<file path="src/sv/sitc_pkg.sv">
`default_nettype none

package sitc_pkg;

   localparam int INDEX_BITS_DEFAULT = 32;
   localparam int COORD_BITS         = 17;

endpackage

`default_nettype wire

</file>
<file path="src/sv/sitc_if.sv">
`default_nettype none

interface sitc_req_if
   import sitc_pkg::*;
   #(parameter int INDEX_BITS = INDEX_BITS_DEFAULT)
   ();
   logic                  valid;
   logic                  ready;
   logic [INDEX_BITS-1:0] spiral_index;

   modport source (output valid, output spiral_index, input ready);
   modport sink   (input valid, input spiral_index, output ready);
endinterface

interface sitc_rsp_if
   import sitc_pkg::*;
   ();
   logic                         valid;
   logic                         ready;
   logic signed [COORD_BITS-1:0] coord_x;
   logic signed [COORD_BITS-1:0] coord_y;
   logic                         bad_index;

   modport source (output valid, output coord_x, output coord_y, output bad_index,
                   input ready);
   modport sink   (input valid, input coord_x, input coord_y, input bad_index,
                   output ready);
endinterface

`default_nettype wire

</file>
<file path="src/sv/sitc_root_cell.sv">
`default_nettype none

module sitc_root_cell
   import sitc_pkg::*;
   #(
      parameter int ROOT_BITS = (INDEX_BITS_DEFAULT + 1) / 2,
      parameter int STEP      = 0
   )
   (
      input  wire logic                   clock,
      input  wire logic                   reset,
      input  wire logic                   up_valid,
      output logic                        up_ready,
      input  wire logic [ROOT_BITS+1:0]   up_rem,
      input  wire logic [ROOT_BITS-1:0]   up_root,
      input  wire logic [2*ROOT_BITS-1:0] up_rad,
      input  wire logic                   up_zero,
      output logic                        down_valid,
      input  wire logic                   down_ready,
      output logic [ROOT_BITS+1:0]        down_rem,
      output logic [ROOT_BITS-1:0]        down_root,
      output logic [2*ROOT_BITS-1:0]      down_rad,
      output logic                        down_zero
   );

   localparam int POS = 2 * (ROOT_BITS - 1 - STEP);

   logic                 valid_ff;
   logic                 valid_in;
   logic [ROOT_BITS+1:0] rem_ff;
   logic [ROOT_BITS+1:0] rem_in;
   logic [ROOT_BITS-1:0] root_ff;
   logic [ROOT_BITS-1:0] root_in;
   logic [2*ROOT_BITS-1:0] rad_ff;
   logic                 zero_ff;
   logic [ROOT_BITS+1:0] rem_shift;
   logic [ROOT_BITS+1:0] trial;
   logic                 fits;
   logic                 load;

   always_comb begin
      up_ready  = !valid_ff || down_ready;
      load      = up_valid && up_ready;
      valid_in  = up_ready ? up_valid : valid_ff;
      rem_shift = {up_rem[ROOT_BITS-1:0], up_rad[POS+1:POS]};
      trial     = {up_root, 2'b01};
      fits      = rem_shift >= trial;
      rem_in    = fits ? rem_shift - trial : rem_shift;
      root_in   = {up_root[ROOT_BITS-2:0], fits};
   end

   always_ff @(posedge clock) begin
      if (reset) begin
         valid_ff <= 1'b0;
      end else begin
         valid_ff <= valid_in;
      end
      if (load) begin
         rem_ff  <= rem_in;
         root_ff <= root_in;
         rad_ff  <= up_rad;
         zero_ff <= up_zero;
      end
   end

   assign down_valid = valid_ff;
   assign down_rem   = rem_ff;
   assign down_root  = root_ff;
   assign down_rad   = rad_ff;
   assign down_zero  = zero_ff;

endmodule

`default_nettype wire

</file>
<file path="src/sv/sitc_square_stage.sv">
`default_nettype none

module sitc_square_stage
   import sitc_pkg::*;
   #(parameter int ROOT_BITS = (INDEX_BITS_DEFAULT + 1) / 2)
   (
      input  wire logic                   clock,
      input  wire logic                   reset,
      input  wire logic                   up_valid,
      output logic                        up_ready,
      input  wire logic [ROOT_BITS-1:0]   up_root,
      input  wire logic [2*ROOT_BITS-1:0] up_rad,
      input  wire logic                   up_zero,
      output logic                        down_valid,
      input  wire logic                   down_ready,
      output logic [ROOT_BITS-1:0]        down_ring,
      output logic [ROOT_BITS+2:0]        down_dist,
      output logic                        down_zero
   );

   localparam int TW = 2 * (ROOT_BITS + 1);
   localparam int DW = ROOT_BITS + 3;

   logic                 valid_ff;
   logic                 valid_in;
   logic [ROOT_BITS-1:0] ring_ff;
   logic [ROOT_BITS-1:0] ring_in;
   logic [DW-1:0]        dist_ff;
   logic [DW-1:0]        dist_in;
   logic                 zero_ff;
   logic [ROOT_BITS:0]   ceil_root;
   logic [ROOT_BITS:0]   odd_root;
   logic [TW-1:0]        odd_square;
   logic [TW-1:0]        index;
   logic [TW-1:0]        diff;
   logic                 load;

   always_comb begin
      up_ready   = !valid_ff || down_ready;
      load       = up_valid && up_ready;
      valid_in   = up_ready ? up_valid : valid_ff;
      ceil_root  = (ROOT_BITS + 1)'(up_root) + (ROOT_BITS + 1)'(1);
      odd_root   = ceil_root | (ROOT_BITS + 1)'(1);
      ring_in    = ceil_root[ROOT_BITS:1];
      odd_square = TW'(odd_root) * TW'(odd_root);
      index      = TW'(up_rad) + TW'(1);
      diff       = odd_square - index;
      dist_in    = diff[DW-1:0];
   end

   always_ff @(posedge clock) begin
      if (reset) begin
         valid_ff <= 1'b0;
      end else begin
         valid_ff <= valid_in;
      end
      if (load) begin
         ring_ff <= ring_in;
         dist_ff <= dist_in;
         zero_ff <= up_zero;
      end
   end

   assign down_valid = valid_ff;
   assign down_ring  = ring_ff;
   assign down_dist  = dist_ff;
   assign down_zero  = zero_ff;

endmodule

`default_nettype wire

</file>
<file path="src/sv/sitc_side_stage.sv">
`default_nettype none

module sitc_side_stage
   import sitc_pkg::*;
   #(parameter int ROOT_BITS = (INDEX_BITS_DEFAULT + 1) / 2)
   (
      input  wire logic                 clock,
      input  wire logic                 reset,
      input  wire logic                 up_valid,
      output logic                      up_ready,
      input  wire logic [ROOT_BITS-1:0] up_ring,
      input  wire logic [ROOT_BITS+2:0] up_dist,
      input  wire logic                 up_zero,
      sitc_rsp_if.source                rsp_if
   );

   localparam int DW = ROOT_BITS + 3;
   localparam int AW = (DW > COORD_BITS) ? DW : COORD_BITS;

   logic                  valid_ff;
   logic                  valid_in;
   logic [COORD_BITS-1:0] x_ff;
   logic [COORD_BITS-1:0] y_ff;
   logic                  bad_ff;
   logic [AW-1:0]         ring;
   logic [AW-1:0]         gap;
   logic [AW-1:0]         side1;
   logic [AW-1:0]         side2;
   logic [AW-1:0]         side3;
   logic [AW-1:0]         x_full;
   logic [AW-1:0]         y_full;
   logic                  load;

   always_comb begin
      up_ready = !valid_ff || rsp_if.ready;
      load     = up_valid && up_ready;
      valid_in = up_ready ? up_valid : valid_ff;
      ring     = AW'(up_ring);
      gap      = AW'(up_dist);
      side1    = ring << 1;
      side2    = ring << 2;
      side3    = side1 + side2;
      if (gap < side1) begin
         x_full = ring - gap;
         y_full = AW'(0) - ring;
      end else if (gap < side2) begin
         x_full = AW'(0) - ring;
         y_full = (AW'(0) - ring) + (gap - side1);
      end else if (gap < side3) begin
         x_full = (AW'(0) - ring) + (gap - side2);
         y_full = ring;
      end else begin
         x_full = ring;
         y_full = ring - (gap - side3);
      end
      if (up_zero) begin
         x_full = '0;
         y_full = '0;
      end
   end

   always_ff @(posedge clock) begin
      if (reset) begin
         valid_ff <= 1'b0;
      end else begin
         valid_ff <= valid_in;
      end
      if (load) begin
         x_ff   <= x_full[COORD_BITS-1:0];
         y_ff   <= y_full[COORD_BITS-1:0];
         bad_ff <= up_zero;
      end
   end

   assign rsp_if.valid     = valid_ff;
   assign rsp_if.coord_x   = signed'(x_ff);
   assign rsp_if.coord_y   = signed'(y_ff);
   assign rsp_if.bad_index = bad_ff;

endmodule

`default_nettype wire

</file>
<file path="src/sv/spiral_index_to_coordinate.sv">
// Square spiral index to grid coordinate.
// req_if carries one 1-based spiral_index per item; rsp_if returns one item with
// the signed 17-bit coord_x, coord_y and bad_index. Index zero sets bad_index
// and gives (0,0); index one gives (0,0) without the flag.
// Both channels move an item on a clock edge where valid and ready are high.
// Stages: ROOT_BITS root cells with ROOT_BITS = (INDEX_BITS + 1) / 2, one per
// result bit of the integer square root of index - 1, one stage squaring the odd
// ring width, and one stage picking the side and registering the coordinate.
// Throughput: one item per cycle while rsp_if.ready stays high. Every stage
// holds its own valid bit and fills whenever it is empty or its neighbor moves
// on, so a stalled receiver stops only the stages that are full; bubbles are
// squeezed out and req_if.ready falls only once every stage holds an item.
// Reset (synchronous, active high) empties all stages; no item is lost or
// duplicated across a stall.
`default_nettype none

module spiral_index_to_coordinate
   import sitc_pkg::*;
   #(parameter int INDEX_BITS = INDEX_BITS_DEFAULT)
   (
      input wire logic clock,
      input wire logic reset,
      sitc_req_if.sink   req_if,
      sitc_rsp_if.source rsp_if
   );

   localparam int ROOT_BITS = (INDEX_BITS + 1) / 2;
   localparam int RAD_BITS  = 2 * ROOT_BITS;
   localparam int STAGES    = ROOT_BITS + 2;

   logic                  link_valid [ROOT_BITS+1];
   logic                  link_ready [ROOT_BITS+1];
   logic [ROOT_BITS+1:0]  link_rem   [ROOT_BITS+1];
   logic [ROOT_BITS-1:0]  link_root  [ROOT_BITS+1];
   logic [RAD_BITS-1:0]   link_rad   [ROOT_BITS+1];
   logic                  link_zero  [ROOT_BITS+1];
   logic [INDEX_BITS-1:0] index_dec;
   logic                  sq_valid;
   logic                  sq_ready;
   logic [ROOT_BITS-1:0]  sq_ring;
   logic [ROOT_BITS+2:0]  sq_dist;
   logic                  sq_zero;
   logic [STAGES-1:0]     stage_full;

   assign index_dec     = req_if.spiral_index - INDEX_BITS'(1);
   assign link_valid[0] = req_if.valid;
   assign req_if.ready  = link_ready[0];
   assign link_rem[0]   = '0;
   assign link_root[0]  = '0;
   assign link_rad[0]   = RAD_BITS'(index_dec);
   assign link_zero[0]  = req_if.spiral_index == '0;

   for (genvar i = 0; i < ROOT_BITS; i++) begin : g_cell
      sitc_root_cell #(.ROOT_BITS(ROOT_BITS), .STEP(i)) u_cell (
         .clock      (clock),
         .reset      (reset),
         .up_valid   (link_valid[i]),
         .up_ready   (link_ready[i]),
         .up_rem     (link_rem[i]),
         .up_root    (link_root[i]),
         .up_rad     (link_rad[i]),
         .up_zero    (link_zero[i]),
         .down_valid (link_valid[i+1]),
         .down_ready (link_ready[i+1]),
         .down_rem   (link_rem[i+1]),
         .down_root  (link_root[i+1]),
         .down_rad   (link_rad[i+1]),
         .down_zero  (link_zero[i+1])
      );
      assign stage_full[i] = link_valid[i+1];
   end

   sitc_square_stage #(.ROOT_BITS(ROOT_BITS)) u_square (
      .clock      (clock),
      .reset      (reset),
      .up_valid   (link_valid[ROOT_BITS]),
      .up_ready   (link_ready[ROOT_BITS]),
      .up_root    (link_root[ROOT_BITS]),
      .up_rad     (link_rad[ROOT_BITS]),
      .up_zero    (link_zero[ROOT_BITS]),
      .down_valid (sq_valid),
      .down_ready (sq_ready),
      .down_ring  (sq_ring),
      .down_dist  (sq_dist),
      .down_zero  (sq_zero)
   );

   sitc_side_stage #(.ROOT_BITS(ROOT_BITS)) u_side (
      .clock    (clock),
      .reset    (reset),
      .up_valid (sq_valid),
      .up_ready (sq_ready),
      .up_ring  (sq_ring),
      .up_dist  (sq_dist),
      .up_zero  (sq_zero),
      .rsp_if   (rsp_if)
   );

   assign stage_full[ROOT_BITS]   = sq_valid;
   assign stage_full[ROOT_BITS+1] = rsp_if.valid;

   a_bad_gives_origin : assert property (@(posedge clock) disable iff (reset)
      rsp_if.valid && rsp_if.bad_index |-> rsp_if.coord_x == '0 && rsp_if.coord_y == '0)
      else $error("zero index item carries a nonzero coordinate");

   a_reset_empties : assert property (@(posedge clock)
      reset |=> !rsp_if.valid && stage_full == '0)
      else $error("pipeline holds an item right after reset");

   a_ready_needs_room : assert property (@(posedge clock) disable iff (reset)
      req_if.ready |-> ($countones(stage_full) < STAGES) || rsp_if.ready)
      else $error("input taken while every stage is full and stalled");

endmodule

`default_nettype wire

</file>
<file path="src/flat_wrapper.sv">
// flat-port wrapper written by rule: the top's interface ports become plain ports
module spiral_index_to_coordinate_flat import sitc_pkg::*;
#(parameter int INDEX_BITS = INDEX_BITS_DEFAULT)
  (clock, reset, req_if_valid, req_if_spiral_index, req_if_ready, rsp_if_valid, rsp_if_coord_x, rsp_if_coord_y, rsp_if_bad_index, rsp_if_ready);
  sitc_req_if #(.INDEX_BITS(INDEX_BITS)) req_if_i ();
  sitc_rsp_if rsp_if_i ();
  input wire logic clock;
  input wire logic reset;
  input wire logic [$bits(req_if_i.valid)-1:0] req_if_valid;
  input wire logic [$bits(req_if_i.spiral_index)-1:0] req_if_spiral_index;
  output wire logic [$bits(req_if_i.ready)-1:0] req_if_ready;
  output wire logic [$bits(rsp_if_i.valid)-1:0] rsp_if_valid;
  output wire logic [$bits(rsp_if_i.coord_x)-1:0] rsp_if_coord_x;
  output wire logic [$bits(rsp_if_i.coord_y)-1:0] rsp_if_coord_y;
  output wire logic [$bits(rsp_if_i.bad_index)-1:0] rsp_if_bad_index;
  input wire logic [$bits(rsp_if_i.ready)-1:0] rsp_if_ready;
  assign req_if_i.valid = req_if_valid;
  assign req_if_i.spiral_index = req_if_spiral_index;
  assign req_if_ready = req_if_i.ready;
  assign rsp_if_valid = rsp_if_i.valid;
  assign rsp_if_coord_x = rsp_if_i.coord_x;
  assign rsp_if_coord_y = rsp_if_i.coord_y;
  assign rsp_if_bad_index = rsp_if_i.bad_index;
  assign rsp_if_i.ready = rsp_if_ready;
  spiral_index_to_coordinate #(.INDEX_BITS(INDEX_BITS)) u_core (.clock(clock), .reset(reset), .req_if(req_if_i), .rsp_if(rsp_if_i));
endmodule
</file>
<file path="config.mk">
export PLATFORM = sky130hd
export DESIGN_NAME = spiral_index_to_coordinate_flat
export DESIGN_NICKNAME = d
export VERILOG_FILES = /design/src/sv/sitc_pkg.sv /design/src/sv/sitc_if.sv /design/src/sv/sitc_root_cell.sv /design/src/sv/sitc_square_stage.sv /design/src/sv/sitc_side_stage.sv /design/src/sv/spiral_index_to_coordinate.sv /design/src/flat_wrapper.sv
export SDC_FILE = /design/constraint.sdc
export NUM_CORES = 2
export LEC_CHECK = 0
export BUFFER_PORTS_ARGS = -buffer_cell sky130_fd_sc_hd__buf_4
export CAP_MARGIN = 20
export CORE_MARGIN = 2
export CORE_UTILIZATION = 50
export DETAILED_ROUTE_END_ITERATION = 16
export PLACE_DENSITY = 0.69
export SLEW_MARGIN = 20
export SYNTH_ARGS = -nofsm -noshare
export SYNTH_HDL_FRONTEND = slang
export SYNTH_SLANG_ARGS = --single-unit
export TNS_END_PERCENT = 20
</file>
<file path="constraint.sdc">
create_clock -name clock -period 9.69 [get_ports clock]
set_clock_uncertainty 0.05 [all_clocks]
set_input_delay 0.969 -clock clock [delete_from_list [all_inputs] [get_ports clock]]
set_output_delay 0.969 -clock clock [all_outputs]
set_load 0.05 [all_outputs]
</file>
==> reports/qor.txt <==
routed wire length = 91660 µm
largest net degree at the start of global routing = 52
GR met1 Demand/Resource = 0.2412
WL/cell = 17.44 µm
Crit. End Element = flop
Max IR drop VDD = 0.1746 mV
Crit-path slowest cell = xnor2_1
xor/xnor cell area share of the yosys netlist = 0.05975
sequential share of the synthesized area = 0.5212
Global Route Usage Sum = 0.1966
most used routing layer = met2
Final Hold Viols = 0
Ports = 73
port bufs = 72
CP bufs+invs = 7
status = finished, final reports clean
die height = 307.4 µm
depth of the CTS H-tree = 3
synth cell count leaders = edfxtp_1 (787), inv_1 (465), ha_1 (374), nor2_1 (277), a21oi_1 (253)
vias in the first global route = 28480
most common cell in the netlist = edfxtp_1
Reg2Reg Setup Slack = 2.59 ns
CP Class = flop to flop
family with the most delay on the worst path = adder cells
routed vias = 28400
drt pass-1 iters = 5
met2 usage = 0.3578
first-pass GRT wire length = 147600 µm
fill count = 7496
Rel. slew slack = 0.2641
ranking of synthesized cells by area = edfxtp_1 (51%), ha_1 (10%), fa_1 (7.1%)
Post-synth EDFFs = 787
ratio of cells with drive above 1 in the final layout = 0.07397
MaxCap Viol Count = 0
synthesized area per cell = 11.90 µm²
clk buf depth = 3
crit path time final = 7.105 ns
Synth area leader = edfxtp_1
# hold bufs at CTS = 0
Finished Layout Cells = 5255
Main synth FF type = edfxtp_1
post_cts resized = 0
Crit path required time = 10.01 ns
Final ANT Viol Nets = 0
Final Core Density = 0.5594
worst flop-to-flop path startpoint = u_core.g_cell[15].u_cell.down_root[0]$_DFFE_PP_
CP arrival = 7.43 ns
Core ar. = 0.09139 mm²
setup TNS = 0 ns
Tcrit/Tclk final = 0.7332
worst skew pair latency = 0.64 ns
# setup viols final = 0
DR iter-0 viols = 1635
Num CTS Buffers = 85
DR vias/cell = 5.405
total die area = 0.09450 mm²
flops & latches, synth = 805
Post-CTS Setup Inserts = 0
Synth Instances = 3867
Starting Density = 0.5037
top cell type's share of synthesized area = 0.5134
Worst Setup SP = u_core.g_cell[15].u_cell.down_root[0]$_DFFE_PP_
CP dominant cell by count = inv_1
CTS tree = yes
num rows = 111
grt ovf = 0
worst min path class = flop to flop
DRC = 0
worst-margin pin slew = 1.104 ns
Reg clk slew, reported paths = 0.06 ns
dpl hpwl = 69360 µm
NumNets Final = 4572
CP peak stage delay = 0.77 ns
Inst Count DP = 5097
Synth Area in Simple Gates = 0.1027
CP startpoint kind = flop
fin. max-slew vios = 0
Max Freq = 140.7 MHz
Compound-Gate Fraction of Synth Area = 0.09264
proportion of synthesized area in mux cells = 0.007067
global placement routability congestion = 0.8852
synth unique cells = 82
ys async rst share = 0
leak pwr = 0.02021 µW
Die W = 307.4 µm
Worst Min Path Start = u_core.g_cell[4].u_cell.down_rad[0]$_DFFE_PP_
CTS Sinks = 805
Synth Warn # = 0
root buffer cell = clkbuf_16
crit path max fanout = 10
PwrDens = 141.6 mW/mm²
met3 usage in global routing = 0.02243
RSZ-0062 raised after global routing = false
main combinational cell family by area after synthesis = adder cells
n_diodes = 0
initial antenna violation count = 1
Synth Cell Area = 0.04603 mm²
adder-cell share of the synthesized area = 0.1730
area growth from synthesis to layout = 11.05%
==> registers in the layout, indices dropped and copies added, names as in the netlist, 17 cells and up <==
register	cells
u_core.g_cell.u_cell.down_root	136
u_core.u_side.rsp_if.coord_x	17
u_core.g_cell.u_cell.down_rad	340
u_core.u_square.down_dist	19
u_core.g_cell.u_cell.down_rem	224
u_core.u_side.rsp_if.coord_y	17
==> power breakdown <==
| group | internal, µW | switching (µW) |
|---|---|---|
| Combinational | 52.3 | 74.0 |
| Clock | 1900 | 1350 |
| Sequential | 3840 | 23.9 |
==> layout by cell type, fill, tap and decap left out, types with 58 or more instances in the layout <==
cell       instances
xor2_1           110
nor3_1            87
a21oi_1          249
ha_1             374
nor2_1           277
fa_1             164
inv_1            465
nand3_1           69
xnor2_1          203
a21o_1            58
edfxtp_1         787
nand2_1          218
o21ai_1           73
clkbuf_16         86
buf_4            104
==> per-layer routing <==
metal / share of wire / vias up
li1: - / 13980
met1: 0.42 / 13690
met2: 0.52 / 570
met3: 0.036 / 170
met4: 0.032 / 0
met5: 0 / -
==> cell families (layout without fill, tap and decap cells) <==
logic type	after synthesis	after routing
AOI/OAI and AO/OA	676	676
xor gates and xnor gates	314	314
DFF	805	805
buffers and inverters	533	734
other	1	2
adders and majority gates	538	538
and+or+nand+nor	970	970
muxes	30	30
==> path summary, 6_finish.rpt <==
| path | cells past startpoint | endpoint |
|---|---|---|
| worst max register to register | 27 | u_core.u_square.down_dist[17]$_DFFE_PP_ |
| worst min register to register | 0 | u_core.g_cell[5].u_cell.down_rad[0]$_DFFE_PP_ |
| worst min-delay path | 0 | u_core.g_cell[5].u_cell.down_rad[0]$_DFFE_PP_ |
| worst max-delay path | 27 | u_core.u_square.down_dist[17]$_DFFE_PP_ |
==> metrics by stage <==
step                hold slack [ns]  area [µm²]  power, µW  setup slack (ns)
global route                 0.3633       51120       7482             2.115
finish                       0.3617       51120       7238             2.585
global placement             0.3501       48260       4056             2.624
detailed placement           0.3545       48260       4061             2.518
floorplan                    0.3503       46030       4010             3.187
CTS                          0.3598       51110       7327             2.505
==> cell type report <==
class                           instances  area, µm²  share of cell area
Tap cell                             1186       1484             0.02903
Timing Repair Buffer                  104      780.7             0.01527
Multi-Input combinational cell       2530      20240              0.3960
Clock buffer                          102       2222             0.04347
Sequential cell                       805      23990              0.4694
Inverter                              472       1772             0.03466
Clock inverter                         56      621.8             0.01217
Note: power is estimated with default switching activity, not from simulation.
